### src/hw/rtl/sorted_id_stream_set_op_core_defines.svh
// Assertion macros shared by the block's RTL.
`ifndef SORTED_ID_STREAM_SET_OP_CORE_DEFINES_SVH
`define SORTED_ID_STREAM_SET_OP_CORE_DEFINES_SVH

// same-cycle implication
`define SISOP_ASSERT_NOW(label, clk, rst, ante, cons, msg) \
  label: assert property (@(posedge clk) disable iff (rst) (ante) |-> (cons)) \
    else $error(msg);

// next-cycle implication
`define SISOP_ASSERT_NEXT(label, clk, rst, ante, cons, msg) \
  label: assert property (@(posedge clk) disable iff (rst) (ante) |=> (cons)) \
    else $error(msg);

`endif

### src/hw/rtl/sisop_pkg.sv
package sisop_pkg;

  localparam int ACTION_W = 3;
  localparam int IN_ID_W  = 32;
  localparam int ID_RES_W = 32;
  localparam int STATUS_W = 2;
  localparam int OP_W     = 2;

  typedef enum logic [ACTION_W-1:0] {
    ACT_LEFT_ID   = 3'd0,
    ACT_RIGHT_ID  = 3'd1,
    ACT_LEFT_END  = 3'd2,
    ACT_RIGHT_END = 3'd3,
    ACT_CLEAR     = 3'd4
  } action_t;

  typedef enum logic [OP_W-1:0] {
    OP_UNION      = 2'd0,
    OP_INTERSECT  = 2'd1,
    OP_LEFT_MINUS = 2'd2,
    OP_SYM_DIFF   = 2'd3
  } op_t;

  typedef enum logic [STATUS_W-1:0] {
    STAT_ID       = 2'd0,
    STAT_DONE     = 2'd1,
    STAT_OVERFLOW = 2'd2
  } status_t;

  typedef enum logic [3:0] {
    ST_IDLE,
    ST_DEC,
    ST_RD,
    ST_CMP,
    ST_TAIL,
    ST_FRD,
    ST_FEM,
    ST_DONE,
    ST_FIN
  } state_t;

  typedef struct packed {
    logic                put;
    logic                close;
    logic [ID_RES_W-1:0] id;
    status_t             status;
  } res_req_t;

endpackage

### src/hw/rtl/sisop_ifs.sv
interface sisop_item_if;
  import sisop_pkg::*;
  logic                valid;
  logic                ready;
  logic [ACTION_W-1:0] action;
  logic [IN_ID_W-1:0]  id;
  modport source (output valid, action, id, input ready);
  modport sink (input valid, action, id, output ready);
endinterface

interface sisop_result_if;
  import sisop_pkg::*;
  logic                valid;
  logic                ready;
  logic [ID_RES_W-1:0] id_res;
  logic [STATUS_W-1:0] status;
  logic                last;
  modport source (output valid, id_res, status, last, input ready);
  modport sink (input valid, id_res, status, last, output ready);
endinterface

interface sisop_cfg_if;
  import sisop_pkg::*;
  logic            valid;
  logic            ready;
  logic [OP_W-1:0] operation;
  modport source (output valid, operation, input ready);
  modport sink (input valid, operation, output ready);
endinterface

### src/hw/rtl/sorted_id_stream_set_op_core.sv
// Merges two ascending ID streams (left and right) into the set selected by
// the operation register: union, intersection, left minus right or symmetric
// difference. The items channel carries one action per item (left id, right
// id, left end, right end, clear); the results channel returns id_res,
// status and last, with last set on the final result of each item. The cfg
// channel writes the operation; ready is always high, write it while idle.
// Unmatched IDs of one side wait in a circular buffer held in a synchronous
// RAM with one read and one write port, PENDING_DEPTH entries deep; an ID
// that finds it full yields one overflow result. Each item is first decoded;
// an ID after its side ended, a repeated end, a clear or an unused action
// ends there. Otherwise each buffered ID compared or flushed takes a RAM
// read step and a compare or emit step; then follow, where they apply, the
// tail step in which an ID is resolved or buffered and the done result, and
// last a closing step that marks the last result. A result reaches the
// output once the next result or the closing step moves it out of staging.
// Synchronous reset empties the buffer, clears both end flags and sets the
// operation to union; no clearing pass is needed. When the receiver stalls,
// one result is held at the output and one in a staging register, and the
// block then waits with items.ready low.
`include "sorted_id_stream_set_op_core_defines.svh"

module sorted_id_stream_set_op_core #(
  parameter int PENDING_DEPTH = 16,
  parameter int ID_WIDTH = 32
) (
  input  logic           clk,
  input  logic           rst,
  sisop_item_if.sink     items,
  sisop_result_if.source results,
  sisop_cfg_if.sink      cfg
);
  import sisop_pkg::*;

  localparam int PtrW = (PENDING_DEPTH > 1) ? $clog2(PENDING_DEPTH) : 1;

  logic                ram_we;
  logic [PtrW-1:0]     ram_waddr;
  logic [ID_WIDTH-1:0] ram_wdata;
  logic [PtrW-1:0]     ram_raddr;
  logic [ID_WIDTH-1:0] ram_rdata;
  res_req_t            req;
  logic                take;

  sisop_ram #(
    .WIDTH(ID_WIDTH),
    .DEPTH(PENDING_DEPTH)
  ) u_ram (
    .clk  (clk),
    .we   (ram_we),
    .waddr(ram_waddr),
    .wdata(ram_wdata),
    .raddr(ram_raddr),
    .rdata(ram_rdata)
  );

  sisop_ctrl #(
    .PENDING_DEPTH(PENDING_DEPTH),
    .ID_WIDTH(ID_WIDTH)
  ) u_ctrl (
    .clk      (clk),
    .rst      (rst),
    .items    (items),
    .cfg      (cfg),
    .ram_we   (ram_we),
    .ram_waddr(ram_waddr),
    .ram_wdata(ram_wdata),
    .ram_raddr(ram_raddr),
    .ram_rdata(ram_rdata),
    .req      (req),
    .take     (take)
  );

  sisop_out u_out (
    .clk    (clk),
    .rst    (rst),
    .req    (req),
    .take   (take),
    .results(results)
  );

  `SISOP_ASSERT_NOW(a_idle_stage_free, clk, rst, items.ready, take, "staged result blocks idle")
  `SISOP_ASSERT_NOW(a_put_not_close, clk, rst, req.put, !req.close, "put and close together")
  `SISOP_ASSERT_NEXT(a_one_item, clk, rst, items.valid && items.ready, !items.ready, "item overlap")
  `SISOP_ASSERT_NOW(a_close_busy, clk, rst, req.close, !items.ready, "close while idle")

endmodule

### src/hw/rtl/sisop_ram.sv
module sisop_ram #(
  parameter int WIDTH = 32,
  parameter int DEPTH = 16,
  localparam int AW = (DEPTH > 1) ? $clog2(DEPTH) : 1
) (
  input  logic             clk,
  input  logic             we,
  input  logic [AW-1:0]    waddr,
  input  logic [WIDTH-1:0] wdata,
  input  logic [AW-1:0]    raddr,
  output logic [WIDTH-1:0] rdata
);

  logic [WIDTH-1:0] mem [DEPTH];

  always_ff @(posedge clk) begin
    if (we) begin
      mem[waddr] <= wdata;
    end
    rdata <= mem[raddr];
  end

endmodule

### src/hw/rtl/sisop_ctrl.sv
module sisop_ctrl #(
  parameter int PENDING_DEPTH = 16,
  parameter int ID_WIDTH = 32,
  localparam int PtrW = (PENDING_DEPTH > 1) ? $clog2(PENDING_DEPTH) : 1
) (
  input  logic                  clk,
  input  logic                  rst,
  sisop_item_if.sink            items,
  sisop_cfg_if.sink             cfg,
  output logic                  ram_we,
  output logic [PtrW-1:0]       ram_waddr,
  output logic [ID_WIDTH-1:0]   ram_wdata,
  output logic [PtrW-1:0]       ram_raddr,
  input  logic [ID_WIDTH-1:0]   ram_rdata,
  output sisop_pkg::res_req_t   req,
  input  logic                  take
);
  import sisop_pkg::*;

  localparam int CntW = $clog2(PENDING_DEPTH + 1);
  localparam logic [CntW-1:0] CntOne = CntW'(1);
  localparam logic [CntW-1:0] CntFull = CntW'(PENDING_DEPTH);
  localparam logic [PtrW-1:0] PtrLast = PtrW'(PENDING_DEPTH - 1);
  localparam logic [PtrW:0] DepthW = (PtrW + 1)'(PENDING_DEPTH);

  state_t              state, state_next;
  action_t             act;
  logic [ID_WIDTH-1:0] x;
  op_t                 op;
  logic [PtrW-1:0]     head, head_next, head_inc, tail;
  logic [PtrW:0]       tail_sum;
  logic [CntW-1:0]     count, count_next;
  logic                side, side_next;
  logic                l_end, l_end_next;
  logic                r_end, r_end_next;
  logic                s, own_end, other_end;

  function automatic logic keep(input logic sd, input op_t o);
    return sd ? (o == OP_UNION || o == OP_SYM_DIFF) : (o != OP_INTERSECT);
  endfunction

  assign s         = act[0];
  assign own_end   = s ? r_end : l_end;
  assign other_end = s ? l_end : r_end;
  assign head_inc  = (head == PtrLast) ? '0 : head + PtrW'(1);
  assign tail_sum  = {1'b0, head} + (PtrW + 1)'(count);
  assign tail      = (tail_sum >= DepthW) ? PtrW'(tail_sum - DepthW) : PtrW'(tail_sum);

  assign ram_raddr = head;
  assign ram_waddr = tail;
  assign ram_wdata = x;
  assign cfg.ready = 1'b1;

  always_comb begin
    state_next  = state;
    head_next   = head;
    count_next  = count;
    side_next   = side;
    l_end_next  = l_end;
    r_end_next  = r_end;
    req         = '0;
    req.status  = STAT_ID;
    ram_we      = 1'b0;
    items.ready = (state == ST_IDLE);
    case (state)
      ST_IDLE: begin
        if (items.valid) begin
          state_next = ST_DEC;
        end
      end
      ST_DEC: begin
        case (act)
          ACT_LEFT_ID, ACT_RIGHT_ID: begin
            if (own_end) begin
              state_next = ST_IDLE;
            end else if (count != '0 && side != s) begin
              state_next = ST_RD;
            end else begin
              state_next = ST_TAIL;
            end
          end
          ACT_LEFT_END, ACT_RIGHT_END: begin
            if (own_end) begin
              state_next = ST_IDLE;
            end else begin
              if (s) begin
                r_end_next = 1'b1;
              end else begin
                l_end_next = 1'b1;
              end
              if (count != '0 && (side != s || other_end)) begin
                state_next = ST_FRD;
              end else if (other_end) begin
                state_next = ST_DONE;
              end else begin
                state_next = ST_FIN;
              end
            end
          end
          ACT_CLEAR: begin
            count_next = '0;
            side_next  = 1'b0;
            l_end_next = 1'b0;
            r_end_next = 1'b0;
            state_next = ST_IDLE;
          end
          default: state_next = ST_IDLE;
        endcase
      end
      ST_RD: state_next = ST_CMP;
      ST_CMP: begin
        if (ram_rdata < x) begin
          req.put = keep(~s, op);
          req.id  = ID_RES_W'(ram_rdata);
          if (!req.put || take) begin
            head_next  = head_inc;
            count_next = count - CntOne;
            state_next = (count == CntOne) ? ST_TAIL : ST_RD;
          end
        end else if (ram_rdata == x) begin
          req.put = (op == OP_UNION || op == OP_INTERSECT);
          req.id  = ID_RES_W'(x);
          if (!req.put || take) begin
            head_next  = head_inc;
            count_next = count - CntOne;
            state_next = ST_FIN;
          end
        end else begin
          req.put = keep(s, op);
          req.id  = ID_RES_W'(x);
          if (!req.put || take) begin
            state_next = ST_FIN;
          end
        end
      end
      ST_TAIL: begin
        if (other_end) begin
          req.put = keep(s, op);
          req.id  = ID_RES_W'(x);
          if (!req.put || take) begin
            state_next = ST_FIN;
          end
        end else if (count == CntFull) begin
          req.put    = 1'b1;
          req.status = STAT_OVERFLOW;
          if (take) begin
            state_next = ST_FIN;
          end
        end else begin
          ram_we     = 1'b1;
          count_next = count + CntOne;
          side_next  = s;
          state_next = ST_FIN;
        end
      end
      ST_FRD: state_next = ST_FEM;
      ST_FEM: begin
        req.put = keep(side, op);
        req.id  = ID_RES_W'(ram_rdata);
        if (!req.put || take) begin
          head_next  = head_inc;
          count_next = count - CntOne;
          if (count == CntOne) begin
            state_next = (l_end && r_end) ? ST_DONE : ST_FIN;
          end else begin
            state_next = ST_FRD;
          end
        end
      end
      ST_DONE: begin
        req.put    = 1'b1;
        req.status = STAT_DONE;
        if (take) begin
          state_next = ST_FIN;
        end
      end
      ST_FIN: begin
        req.close = 1'b1;
        if (take) begin
          state_next = ST_IDLE;
        end
      end
      default: state_next = ST_IDLE;
    endcase
  end

  always_ff @(posedge clk) begin
    if (rst) begin
      state <= ST_IDLE;
      head  <= '0;
      count <= '0;
      side  <= 1'b0;
      l_end <= 1'b0;
      r_end <= 1'b0;
      op    <= OP_UNION;
    end else begin
      state <= state_next;
      head  <= head_next;
      count <= count_next;
      side  <= side_next;
      l_end <= l_end_next;
      r_end <= r_end_next;
      if (cfg.valid) begin
        op <= op_t'(cfg.operation);
      end
    end
  end

  always_ff @(posedge clk) begin
    if (items.valid && items.ready) begin
      act <= action_t'(items.action);
      x   <= ID_WIDTH'(items.id);
    end
  end

endmodule

### src/hw/rtl/sisop_out.sv
module sisop_out (
  input  logic                clk,
  input  logic                rst,
  input  sisop_pkg::res_req_t req,
  output logic                take,
  sisop_result_if.source      results
);
  import sisop_pkg::*;

  logic                stg_valid;
  logic [ID_RES_W-1:0] stg_id;
  status_t             stg_status;
  logic                out_valid;
  logic [ID_RES_W-1:0] out_id;
  status_t             out_status;
  logic                out_last;
  logic                out_free;
  logic                load;

  assign out_free = !out_valid || results.ready;
  assign take     = !stg_valid || out_free;
  assign load     = take && stg_valid && (req.put || req.close);

  assign results.valid  = out_valid;
  assign results.id_res = out_id;
  assign results.status = out_status;
  assign results.last   = out_last;

  always_ff @(posedge clk) begin
    if (rst) begin
      stg_valid <= 1'b0;
      out_valid <= 1'b0;
    end else begin
      if (load) begin
        out_valid <= 1'b1;
      end else if (results.ready) begin
        out_valid <= 1'b0;
      end
      if (take && req.put) begin
        stg_valid <= 1'b1;
      end else if (take && req.close) begin
        stg_valid <= 1'b0;
      end
    end
  end

  always_ff @(posedge clk) begin
    if (load) begin
      out_id     <= stg_id;
      out_status <= stg_status;
      out_last   <= req.close;
    end
    if (take && req.put) begin
      stg_id     <= req.id;
      stg_status <= req.status;
    end
  end

endmodule
### src/flat_wrapper.sv
// flat-port wrapper written by rule: the top's interface ports become plain ports
module sorted_id_stream_set_op_core_flat import sisop_pkg::*;
#(
  parameter int PENDING_DEPTH = 16,
  parameter int ID_WIDTH = 32
)
  (clk, rst, items_valid, items_action, items_id, items_ready, results_valid, results_id_res, results_status, results_last, results_ready, cfg_valid, cfg_operation, cfg_ready);
  sisop_item_if items_i ();
  sisop_result_if results_i ();
  sisop_cfg_if cfg_i ();
  input  logic clk;
  input  logic rst;
  input wire logic [$bits(items_i.valid)-1:0] items_valid;
  input wire logic [$bits(items_i.action)-1:0] items_action;
  input wire logic [$bits(items_i.id)-1:0] items_id;
  output wire logic [$bits(items_i.ready)-1:0] items_ready;
  output wire logic [$bits(results_i.valid)-1:0] results_valid;
  output wire logic [$bits(results_i.id_res)-1:0] results_id_res;
  output wire logic [$bits(results_i.status)-1:0] results_status;
  output wire logic [$bits(results_i.last)-1:0] results_last;
  input wire logic [$bits(results_i.ready)-1:0] results_ready;
  input wire logic [$bits(cfg_i.valid)-1:0] cfg_valid;
  input wire logic [$bits(cfg_i.operation)-1:0] cfg_operation;
  output wire logic [$bits(cfg_i.ready)-1:0] cfg_ready;
  assign items_i.valid = items_valid;
  assign items_i.action = items_action;
  assign items_i.id = items_id;
  assign items_ready = items_i.ready;
  assign results_valid = results_i.valid;
  assign results_id_res = results_i.id_res;
  assign results_status = results_i.status;
  assign results_last = results_i.last;
  assign results_i.ready = results_ready;
  assign cfg_i.valid = cfg_valid;
  assign cfg_i.operation = cfg_operation;
  assign cfg_ready = cfg_i.ready;
  sorted_id_stream_set_op_core #(.PENDING_DEPTH(PENDING_DEPTH), .ID_WIDTH(ID_WIDTH)) u_core (.clk(clk), .rst(rst), .items(items_i), .results(results_i), .cfg(cfg_i));
endmodule
### config.mk
export PLATFORM = sky130hd
export DESIGN_NAME = sorted_id_stream_set_op_core_flat
export DESIGN_NICKNAME = d
export VERILOG_FILES = /design/src/hw/rtl/sisop_pkg.sv /design/src/hw/rtl/sisop_ifs.sv /design/src/hw/rtl/sorted_id_stream_set_op_core.sv /design/src/hw/rtl/sisop_ram.sv /design/src/hw/rtl/sisop_ctrl.sv /design/src/hw/rtl/sisop_out.sv /design/src/flat_wrapper.sv
export VERILOG_INCLUDE_DIRS = /design/src /design/src/hw/rtl
export SDC_FILE = /design/constraint.sdc
export NUM_CORES = 1
export LEC_CHECK = 0
export BUFFER_PORTS_ARGS = -buffer_cell sky130_fd_sc_hd__buf_2
export CAP_MARGIN = 20
export CORE_MARGIN = 2
export CORE_UTILIZATION = 45
export CTS_CLUSTER_SIZE = 24
export DETAILED_ROUTE_END_ITERATION = 7
export REMOVE_ABC_BUFFERS = 1
export SYNTH_ARGS = -nofsm -noshare
export SYNTH_HDL_FRONTEND = slang
export SYNTH_SLANG_ARGS = --single-unit
### constraint.sdc
create_clock -name clk -period 6.6 [get_ports clk]
set_input_delay 0.66 -clock clk [delete_from_list [all_inputs] [get_ports clk]]
set_output_delay 0.66 -clock clk [all_outputs]
set_load 0.05 [all_outputs]
## Word-level counts from Yosys, hierarchy flattened

Memory sizes are Yosys's and may differ from the RTL's. A register that Yosys moved wholly into a read port is not among the register bits.
Cells that the tools add are included.

- Flip-flop bits (word level): 124
- Bits in latches: 0
- Bits in writable memories: 512
- Bits in read-only memories: 0
- Input port bits: 42
- Output and inout bits: 38
- Word-level logic and storage cells: 173
- Memories: 1

Memory list:

| name | words | bits a word | rd ports | clocked after memory_dff | wr ports | RTL line | source |
|---|---|---|---|---|---|---|---|
| u_core.u_ram.mem | 16 | 32 | 1 | 1 | 1 | sisop_ram.sv:14 | `logic [WIDTH-1:0] mem [DEPTH];` |

- Add/subtract/negate cells: 5
- Multiply operators: 0
- Div/mod/pow operators: 0
- $lt $le $gt $ge: 2
- Equality and inequality tests: 33
- Shift operators: 0
- Multiplexer cells: 74
- Bitwise gates (word level): 0
- Reduce and logical (&&, ||, !) cells: 42

Operators with widths:

| cell | number |
|---|---|
| 32-bit one-hot mux with 3 select lines | 1 |
| 4-bit two-way mux | 23 |
| 32-bit two-way mux | 2 |
| 5-bit two-way mux | 8 |
| 4-bit one-hot mux with 9 select lines | 1 |
| 32-bit equality test | 1 |
| 32-bit < comparator | 1 |
| 1-bit two-way mux | 26 |
| 5-bit one-hot mux with 4 select lines | 1 |
| 4-bit by 3-bit equality test with 1-bit output, second input constant | 4 |
| 2-bit != test, second input constant | 8 |
| 4-bit one-hot mux with 2 select lines | 2 |
| 4-bit AND reduction | 3 |
| 1-bit logical OR | 10 |
| 5-bit AND reduction | 2 |
| 2-bit nonzero test | 5 |
| 3-bit two-way mux | 3 |
| 3-bit != test, second input constant | 3 |
| 4-bit by 2-bit equality test with 1-bit output, second input constant | 2 |
| 4-bit equality test, second input constant | 2 |
| 1-bit logical AND | 8 |
| 8-bit AND reduction | 1 |
| 3-bit by 2-bit equality test with 1-bit output, second input constant | 2 |
| 1-bit logical NOT | 6 |
| 26 further kinds | 31 |

## Longest topological paths before layout

Gate-level depths: netlist of the first run.

- Depth in word-level cells: 9
- Gate-level depth with buffers: 10
- Gate-level depth less buffers: 9

## Cells and area by module

A second synthesis of the first run with hierarchy kept.

- Cells, all modules: 1,361
- Area total of the unflattened synthesis: 26,056.2 um^2

Modules (own cells, without submodules):

| module | instances | cells an instance | area each (um^2) | sequential area each (um^2) |
|---|---|---|---|---|
| sisop_ram | 1 | 838 | 19,835.3 | 16,015.4 |
| sisop_ctrl | 1 | 442 | 4,042.6 | 1,411.4 |
| sisop_out | 1 | 81 | 2,178.3 | 2,112.0 |

## Least setup slack after synthesis of the first run

OpenSTA, ideal clock, no wires.

- Path type: register to register
- Start point: reg u_core.u_ctrl.x[31] (netlist: u_core.u_ctrl.ram_wdata[31])
- End point: reg u_core.u_out.out_id[0] (netlist: u_core.u_out.results.id_res[0]), enable pin
- Library setup time: 0.439 ns
- Arrival: 3.946 ns
- Required time: 6.161 ns
- Setup slack: 2.215 ns
- Cell stages (with the launch flop): 9
- Buffers on the path: 0
- Period minus slack after synthesis: 4.385 ns
- Path through: edfxtp_1 inv_1 ha_1 nand4_2 or4_4 a31oi_4 or2_1 a311oi_1 a21oi_1

- Word-level cells in the longest chain between the ends: 6
- Elaborated cells on any way between the ends: 7
- Those cells by class: 1 x order compare; 1 x eq/ne; 3 x mux; 2 x reduce/logical

RTL lines:

| element | RTL line | source |
|---|---|---|
| from (decl) | sisop_ctrl.sv:28 | `logic [ID_WIDTH-1:0] x;` |
| from (signal assigned) | sisop_ctrl.sv:212 | `x <= ID_WIDTH'(items.id);` |
| parallel branches: the longest is 2 deep, another holds 32-bit < comparator | - |  |
| 1-bit two-way mux (*) | sisop_ctrl.sv:112 | `if (ram_rdata < x) begin` |
| 1-bit one-hot mux with 4 select lines (*) | sisop_ctrl.sv:65 | `case (state)` |
| 1-bit logical OR (*) | sisop_out.sv:22 | `assign load = take && stg_valid && (req.put \|\| req.close);` |
| 1-bit logical AND (*) | sisop_out.sv:22 |  |
| via u_core.u_out.load | sisop_out.sv:18 | `logic load;` |
| to (signal assigned) | sisop_out.sv:49 | `out_id <= stg_id;` |
| to (decl) | sisop_out.sv:14 | `logic [ID_RES_W-1:0] out_id;` |

Mark *: on every way through the listed nets, which the timed path passes.
A chain may end at the register's enable or synchronous reset.

## Worst setup path after layout of the first run

- Start point: reg u_core.u_ctrl.x[7] (netlist: u_core.u_ctrl.ram_wdata[7])
- End point: reg u_core.u_out.out_id[6] (netlist: u_core.u_out.results.id_res[6]), enable pin

Same word-level chain as after synthesis.

==> results of run 1 <==
-- final cells by class --
cell class	instances	area, sq um
fillers	4504	27600
flip-flops and latches	668	19500
multi-input cells	506	6330
clock buffers	91	1920
well taps	765	957
repair buffers	106	646
clock inverters	37	442
inverters	46	173
-- through the flow --
step           std cells  TNS [ns]
3_5_place_dp        2091         0
4_1_cts             2219         0
3_3_place_gp        2089         0
6_report            2219         0
5_1_grt             2219         0
2_1_floorplan       1220   -935.27
-- worst register-to-register path: cells and delay by family (launching register included) --
family	cells	cell delay (ns)
AO/OA/AOI/OAI	5	2.32
flip-flops	1	0.66
AND/OR/NAND/NOR	1	0.28
adder cells (fa/ha/maj)	1	0.34
buffers and inverters	3	0.58
-- logic make-up after synthesis --
logic type      synth area share (%)
fa+ha+maj                       2.04
other cells                   0.0144
flops                           74.8
xor+xnor                       0.235
mux                             14.4
compound gates                  3.67
simple gates                    3.28
buf+inv                         1.62
-- flip-flops by register name (all words and copies together) (netlist names), 2 cells and up --
name,cells
u_core.u_ctrl.ram_wdata,32
u_core.u_out.stg_status,2
u_core.u_ram.rdata,32
u_core.u_out.results.id_res,32
u_core.u_ctrl.state,4
u_core.u_ram.mem,512
u_core.u_ctrl.act,3
u_core.u_ctrl.op,2
u_core.u_ctrl.count,5
u_core.u_ctrl.ram_raddr,4
u_core.u_out.results.status,2
u_core.u_out.stg_id,32
-- cell usage in the layout (no fill, tap or decap), types with 5 or more instances in the layout --
cell type	synthesis	final
buf_2	15	78
nand4_1	9	9
o211ai_1	6	6
mux4_2	160	160
nor4_1	5	5
mux2i_1	9	9
bufinv_16	0	9
dfxtp_1	52	48
inv_1	46	46
edfxtp_1	616	616
a21oi_1	32	31
clkinvlp_4	0	6
buf_4	1	25
nand3_1	12	12
o21ai_0	16	16
clkinv_2	0	11
nor2_4	0	17
clkbuf_1	34	15
nor3_1	8	8
ha_1	41	41
clkinv_1	0	8
nor2_1	40	23
nand2_1	36	36
clkbuf_16	0	73
a31oi_1	5	5
a22o_1	32	32
-- worst max path at each step --
stage | endpoint | slack, ns | depth (start not counted)
final | u_core.u_out.results.id_res[6]$_DFFE_PP_ | 2.09 | 10
after global routing | u_core.u_out.results.id_res[6]$_DFFE_PP_ | 1.84 | 10
after CTS | u_core.u_out.results.id_res[6]$_DFFE_PP_ | 2.13 | 10
after detailed placement | u_core.u_out.results.id_res[4]$_DFFE_PP_ | 2.17 | 10
after global placement | u_core.u_out.stg_id[5]$_DFFE_PP_ | 2.37 | 9
after floorplan | u_core.u_ram.mem[0][0]$_DFFE_PP_ | -2.07 | 4
-- power groups by stage --
| stage | registers, mW | clock network (mW) | logic (mW) |
|---|---|---|---|
| finish | 4.77 | 4.02 | 0.175 |
| global route | 4.78 | 4.26 | 0.191 |
| CTS | 4.77 | 4.10 | 0.174 |
| detailed placement | 4.86 | 0 | 0.174 |
| global placement | 4.85 | 0 | 0.171 |
| floorplan | 4.82 | 0 | 0.106 |
-- routing by layer --
layer / vias up / wire length (microns)
met5: - / 0
met4: 0 / 2030
met3: 119 / 3810
met2: 503 / 28800
met1: 6843 / 26700
li1: 5543 / -
==> out/metrics.csv, run 1 <==
metric;value;unit
period_needed;4.51;ns
vias;13000;
grt_pass1_vias;13000;
floorplan.initialDensity;45.4;%
path_delay_family;compound AO/OA/AOI/OAI gates;
min-delay-start;items_id[0];
crit_slowest_cell;a21oi_4;
netlist_top_cells_area;edfxtp_1 (71%), mux4_2 (14%), dfxtp_1 (4.0%), ha_1 (2.0%), a22o_1 (1.1%);
power.switching;1.80;mW
path_class;flip-flop to flip-flop;
hold_class;input port to flip-flop;
worstSetupStartpoint;u_core.u_ctrl.ram_wdata[7]$_DFFE_PP_;
synth_cell_types;82;
cts.sinks;668;
vias_per_cell;5.86;
cts-htree-levels;3;
met2_usage;32.4;%
crit_required;6.88;ns
rsz0062_at_grt;no;
layout-drive-gt1-share;28.7;%
worstSetupEndpointType;flip-flop;
irDropWorstVdd;0.190;mV
rrSetupSlack;2.09;ns
p_leak;9.59;nW
setup_viol;0;
p_sw_share;20.1;%
syn_inst;1279;
diodes;0;
hold_viol_final;0;
hold-path-endpoint;u_core.u_ctrl.ram_wdata[0]$_DFFE_PP_;
powerDensity;299;nW/um^2
drv_cap;0;
grtUsageTotal;20.9;%
nets;1482;
drc;0;
yosysMostFrequentCell;edfxtp_1;
netlist_area;26100;sq um
clkTransAtPathRegs;0.06;ns
tightest_slew;1.11;ns
postPlaceCellArea;27700;sq um
cts-buffers-inserted;70;
finalClockSkew;0.0306;ns
grt_overflow;0;
hold-path-cell-count;1;
synth-seq-cells;668;
finish.utilization;52.1;%
syn_avg_cell_area;20.4;sq um
p_int;7.16;mW
clock_latency;0.62;ns
use_met1;30.3;%
grt_use_met3;3.77;%
reg2regPathDepth;10;
cts_root_buffer;clkbuf_16;
drt_iter0_drc;1236;
worst-path-max-fanout;22;
seq_area_frac_synth;74.8;%
r2r-start;u_core.u_ctrl.ram_wdata[7]$_DFFE_PP_;
synth_commonest_cells;edfxtp_1 (616), mux4_2 (160), dfxtp_1 (52);
detail_route.first_pass.iterations;5;
pwr-share-clk;44.8;%
crit_chain;inv_1 -> ha_1 -> inv_1 -> o21ai_0 -> a2bb2oi_2 -> a31oi_4 -> or2_1 -> a311oi_1 -> a21oi_4 -> buf_4;
fmax;222;MHz
wl_per_cell;27.7;microns
worst_path_largest_cell_delay;0.87;ns
antenna_found_initial;0;
cts_resized;0;
cts_buffer_depth;3;
cts_tree;yes;
syn_to_final_growth;14.9;%
finalCritPeriodShare;68.4;%
top_usage_layer;met2;
totalPowerFinal;8.97;mW
yosys_warnings;0;
grt_max_degree;93;
pin_count;80;
post-dp-hpwl;34.1;mm
finish.instance_area;30000;sq um
whs;0.220;ns
yosysTopAreaCellShare;70.8;%
rows;88;
die_h;245;microns
slew_headroom;26.0;%
dieArea;60000;sq um
crit_buf_inv;3;
cts_setup_buffers;0;
drt.antenna.violating_nets;0;
start_kind;flip-flop;
maxSlewViolCount;0;
ctsHoldBuffers;0;
post-place-ws;2.17;ns
synth-async-reset-ratio;0;%
crit_top_cell;inv_1;
outcome;completed;
grt_pass1_wl;89.5;mm
finalWorstSetupSlack;2.09;ns
worstReg2RegEnd;u_core.u_out.results.id_res[6]$_DFFE_PP_;
synth_edf_count;616;
wirelength;61.4;mm
synth_largest_area_cell;edfxtp_1;
core_area;57600;sq um
die_w;245;microns
io_buffers;78;
seqPwrFrac;53.2;%
arrival;4.79;ns
ys.flop_type;edfxtp_1;
place_congestion;0.904;
share_comb_of_total_power;2.0;%
Power figures use the tool's default switching activity.
==> run 2: changes to the inputs <==
==> constraint.sdc (replaced) <==
create_clock -name clk -period 4.54 [get_ports clk]
set_input_delay 0.454 -clock clk [delete_from_list [all_inputs] [get_ports clk]]
set_output_delay 0.454 -clock clk [all_outputs]
set_load 0.05 [all_outputs]
==> run 2 against run 1 <==
Against the previous run: maximum frequency grew 16%; clock power grew 36%; non-clock buffer count grew 25; die area is the same; combinational power grew 76%; first-iteration DRC count grew 19%; worst hold slack lost 0.19 ns; critical path type unchanged; largest cell class unchanged; largest power group unchanged.
==> out/metrics.csv, run 2 (same netlist as run 1, synthesis figures left out) <==
metric;value;unit
outcome;completed;
final-seq-area;19500;sq um
crit_required;4.77;ns
maxSlewViolCount;0;
cts_buffer_depth;3;
fin_cells;2243;
die_h;245;microns
rows;88;
grt_overflow;0;
setup_viol;0;
powerDensity;420;nW/um^2
ctsHoldBuffers;11;
finish.utilization;52.5;%
finalCritPeriodShare;85.7;%
crit_top_cell;buf_4;
period_needed;3.89;ns
finalClockSkew;0.0225;ns
start_kind;flip-flop;
postPlaceCellArea;27900;sq um
final_cell_mix;edfxtp_1 (616), mux4_2 (160), buf_2 (78);
io_buffers;78;
largest_reg_flops;512;
worstSetupEndpointType;flip-flop;
drc;0;
diodes;0;
nets;1507;
wl_per_cell;27.7;microns
worst_path_largest_cell_delay;0.71;ns
vias_per_cell;5.77;
grt_pass1_vias;13000;
worst-path-max-fanout;31;
fmax;257;MHz
cts.sinks;668;
arrival;4.12;ns
path_class;flip-flop to flip-flop;
multi_input_area;6330;sq um
crit_slowest_cell;edfxtp_1;
whs;0.0308;ns
antenna_found_initial;2;
top_register;u_core.u_ram.mem;
floorplan.initialDensity;45.4;%
grtUsageTotal;21.2;%
clock_latency;0.61;ns
mostFrequentLayoutCell;edfxtp_1;
cts_tree;yes;
post-dp-hpwl;34.7;mm
crit_chain;inv_1 -> ha_1 -> nand4_1 -> or4_4 -> a31oi_4 -> or2_1 -> a311oi_1 -> buf_4 -> a21oi_4 -> buf_4;
crit_buf_inv;3;
cts-buffers-inserted;70;
die_w;245;microns
tightest_slew;1.05;ns
layout-drive-gt1-share;28.3;%
finish.instance_area;30200;sq um
grt_pass1_wl;90.6;mm
cts_resized;0;
irDropWorstVdd;0.271;mV
p_leak;9.67;nW
cts-htree-levels;3;
drv_cap;0;
cts_setup_buffers;0;
core_area;57600;sq um
wirelength;62.2;mm
pin_count;80;
slew_headroom;30.1;%
rsz0062_at_grt;no;
grt_max_degree;75;
drt.antenna.violating_nets;0;
place_congestion;0.828;
syn_to_final_growth;15.8;%
clkTransAtPathRegs;0.06;ns
drt_iter0_drc;1477;
hold_viol_final;0;
cts_root_buffer;clkbuf_16;
detail_route.first_pass.iterations;5;
place_inst;2105;
vias;12900;
dieArea;60000;sq um
path_delay_family;simple AND/OR/NAND/NOR gates;
fillCellCount;4482;
hold_class;input port to flip-flop;
[run 2: cell types whose count changed in the layout (fill, tap and decap cells not counted), moves of 6 or more]
| cell | before | now |
|---|---|---|
| buf_12 | 2 | 18 |
| dlygate4sd3_1 | 0 | 11 |
| bufinv_16 | 9 | 2 |
| clkbuf_1 | 15 | 22 |
| clkinv_2 | 11 | 5 |
[run 2: stage by stage]
stage / TNS, ns / total power [mW] / worst slack, ns
finish: 0 / 12.7 / 0.651
global route: 0 / 13.1 / 0.467
CTS: 0 / 12.8 / 0.685
detailed placement: 0 / 7.34 / 0.717
global placement: 0 / 7.32 / 0.843
floorplan: -2063.38 / 7.17 / -4.13
[run 2: power by group]
part	switching [mW]	total, mW	leakage, nW	internal, mW
Combinational	0.196	0.308	2.65	0.112
Sequential	0.105	6.91	5.95	6.80
Clock	2.29	5.48	1.07	3.19
Total	2.60	12.7	9.67	10.1
[run 2: final cells by class]
| cell class | instances | area share (%) |
|---|---|---|
| Clock buffer | 102 | 6.63 |
| Clock inverter | 25 | 0.633 |
| Inverter | 46 | 0.571 |
| Multi-Input combinational cell | 506 | 20.9 |
| Sequential cell | 668 | 64.6 |
| Tap cell | 765 | 3.16 |
| Timing Repair Buffer | 131 | 3.44 |
[run 2: final timing paths]
path / depth (start not counted) / slack [ns] / from / to
setup / recovery: 10 / 0.65 / u_core.u_ctrl.ram_wdata[23]$_DFFE_PP_ / u_core.u_out.results.id_res[8]$_DFFE_PP_
hold / removal: 1 / 0.03 / items_id[15] / u_core.u_ctrl.ram_wdata[15]$_DFFE_PP_
setup reg to reg: 10 / 0.65 / u_core.u_ctrl.ram_wdata[23]$_DFFE_PP_ / u_core.u_out.results.id_res[8]$_DFFE_PP_
hold reg to reg: 0 / 0.42 / u_core.u_out.stg_id[6]$_DFFE_PP_ / u_core.u_out.results.id_res[6]$_DFFE_PP_
[run 2: routing by layer]
| metal | up-vias | GRT usage, % | wire length, microns |
|---|---|---|---|
| met5 | - | 0 | 13 |
| met4 | 2 | 6.55 | 1450 |
| met3 | 87 | 3.62 | 4110 |
| met2 | 496 | 32.1 | 28600 |
| met1 | 6780 | 31.9 | 28100 |
| li1 | 5581 | - | - |
==> run 3: changes to the inputs <==
==> constraint.sdc (replaced) <==
create_clock -name clk -period 4.54 [get_ports clk]
set_input_delay 0.227 -clock clk [delete_from_list [all_inputs] [get_ports clk]]
set_output_delay 0.227 -clock clk [all_outputs]
set_load 0.05 [all_outputs]
==> run 3 against run 2 <==
Against the previous run: design area up 0.96%; critical path depth unchanged; non-clock buffer count up 29; clock power about the same; via count up 0.76%; wire length up 0.12%; count of clock-buffer cells in the layout unchanged; utilization up 0.50 points; setup slack better by 0.0041 ns; combinational power up 6.5%; first-iteration DRC count up 9.3%; worst hold slack better by 0.0073 ns; largest power group unchanged.
==> out/metrics.csv, run 3 (same netlist as run 1, synthesis figures left out) <==
metric;value;unit
fmax;257;MHz
grt_use_met3;3.60;%
slew_headroom;31.0;%
r2r-start;u_core.u_ctrl.ram_wdata[23]$_DFFE_PP_;
path_class;flip-flop to flip-flop;
syn_to_final_growth;16.9;%
seqPwrFrac;54.3;%
crit_top_cell;buf_4;
finalWorstSetupSlack;0.656;ns
period_needed;3.88;ns
rows;88;
antenna_found_initial;2;
use_met1;31.9;%
p_leak;9.79;nW
grt_overflow;0;
maxSlewViolCount;0;
pin_count;80;
met2_usage;32.2;%
crit_chain;inv_1 -> ha_1 -> nand4_1 -> or4_4 -> a31oi_4 -> or2_1 -> a311oi_1 -> buf_4 -> a21oi_4 -> buf_4;
cts-htree-levels;3;
arrival;4.12;ns
drv_cap;0;
mostFrequentLayoutCell;edfxtp_1;
p_sw_share;20.4;%
die_h;245;microns
pwr-share-clk;43.1;%
drt_iter0_drc;1615;
worst_path_largest_cell_delay;0.73;ns
outcome;completed;
largest_reg_flops;512;
detail_route.first_pass.iterations;7;
clkTransAtPathRegs;0.06;ns
grt_pass1_wl;90.8;mm
cts_root_buffer;clkbuf_16;
hold_class;input port to flip-flop;
io_buffers;78;
cts_buffer_depth;3;
finalClockSkew;0.0217;ns
cts-buffers-inserted;70;
finalCritPeriodShare;85.6;%
wl_per_cell;27.4;microns
top_usage_layer;met2;
power.switching;2.60;mW
post-dp-hpwl;34.7;mm
powerDensity;417;nW/um^2
layout-drive-gt1-share;27.8;%
cts_tree;yes;
final_cell_mix;edfxtp_1 (616), mux4_2 (160), buf_2 (78);
vias_per_cell;5.74;
share_comb_of_total_power;2.6;%
drc;0;
rsz0062_at_grt;no;
tightest_slew;1.03;ns
nets;1536;
cts.sinks;668;
p_int;10.1;mW
whs;0.0381;ns
grt_pass1_vias;13100;
worst-path-max-fanout;31;
top_register;u_core.u_ram.mem;
diodes;0;
place_congestion;0.828;
finish.instance_area;30500;sq um
crit_required;4.77;ns
die_w;245;microns
worstSetupStartpoint;u_core.u_ctrl.ram_wdata[23]$_DFFE_PP_;
post-place-ws;0.717;ns
grtUsageTotal;21.3;%
floorplan.initialDensity;45.4;%
path_delay_family;simple AND/OR/NAND/NOR gates;
hold_viol_final;0;
dieArea;60000;sq um
crit_slowest_cell;edfxtp_1;
worstSetupEndpointType;flip-flop;
drt.antenna.violating_nets;0;
start_kind;flip-flop;
clock_latency;0.61;ns
min-delay-start;rst;
irDropWorstVdd;0.271;mV
vias;13000;
postPlaceCellArea;27900;sq um
grt_max_degree;75;
setup_viol;0;
core_area;57600;sq um
wirelength;62.3;mm
crit_buf_inv;3;
==> run 3: worst paths after layout <==
check / endpoint / slack, ns / depth (start not counted)
setup / recovery: u_core.u_out.results.id_res[27]$_DFFE_PP_ / 0.66 / 10
hold / removal: u_core.u_ctrl.op[0]$_SDFFE_PP0P_ / 0.04 / 2
setup reg to reg: u_core.u_out.results.id_res[27]$_DFFE_PP_ / 0.66 / 10
hold reg to reg: u_core.u_out.results.id_res[27]$_DFFE_PP_ / 0.42 / 0
==> run 3: repair_timing <==
item	CTS	global route
hold buffers	40	0
hold endpoints to repair	37	0
buffers inserted	0	0
resized for setup	0	0
==> run 3: metal layers <==
metal	vias to the layer above	wire [microns]
met5	-	13
met4	2	1440
met3	85	3930
met2	452	28800
met1	6861	28200
li1	5644	-
==> run 3: final cells by class <==
type                            count  area, sq um
Timing Repair Buffer              160         1330
Sequential cell                   668        19500
Multi-Input combinational cell    506         6330
Inverter                           46          173
Clock buffer                      102         2010
Fill cell                        4474        27000
Tap cell                          765          957
Clock inverter                     25          191
==> run 3: worst reg2reg max path: cells and delay by family (launching register included) <==
family          cells  cell delay (ns)
fa+ha+maj           1             0.35
flops               1             0.73
simple gates        3             1.07
compound gates      3             0.62
buf+inv             3             0.73
==> run 3: stage by stage <==
step,power [mW],utilization [%],setup TNS [ns],std cells
global placement,7.32,48.5,0,2105
detailed placement,7.34,48.5,0,2105
global route,13.1,53.0,0,2272
CTS,12.8,53.0,0,2272
floorplan,7.17,-,-2063.38,1220
finish,12.7,53.0,0,2272
==> run 3: power by group through the flow <==
stage                     registers, mW  clock network [mW]  logic (mW)
final                              6.91                5.48       0.328
after global routing               6.92                5.84       0.361
after CTS                          6.91                5.60       0.330
after detailed placement           7.04                   0       0.302
after global placement             7.03                   0       0.296
after floorplan                    7.01                   0       0.154
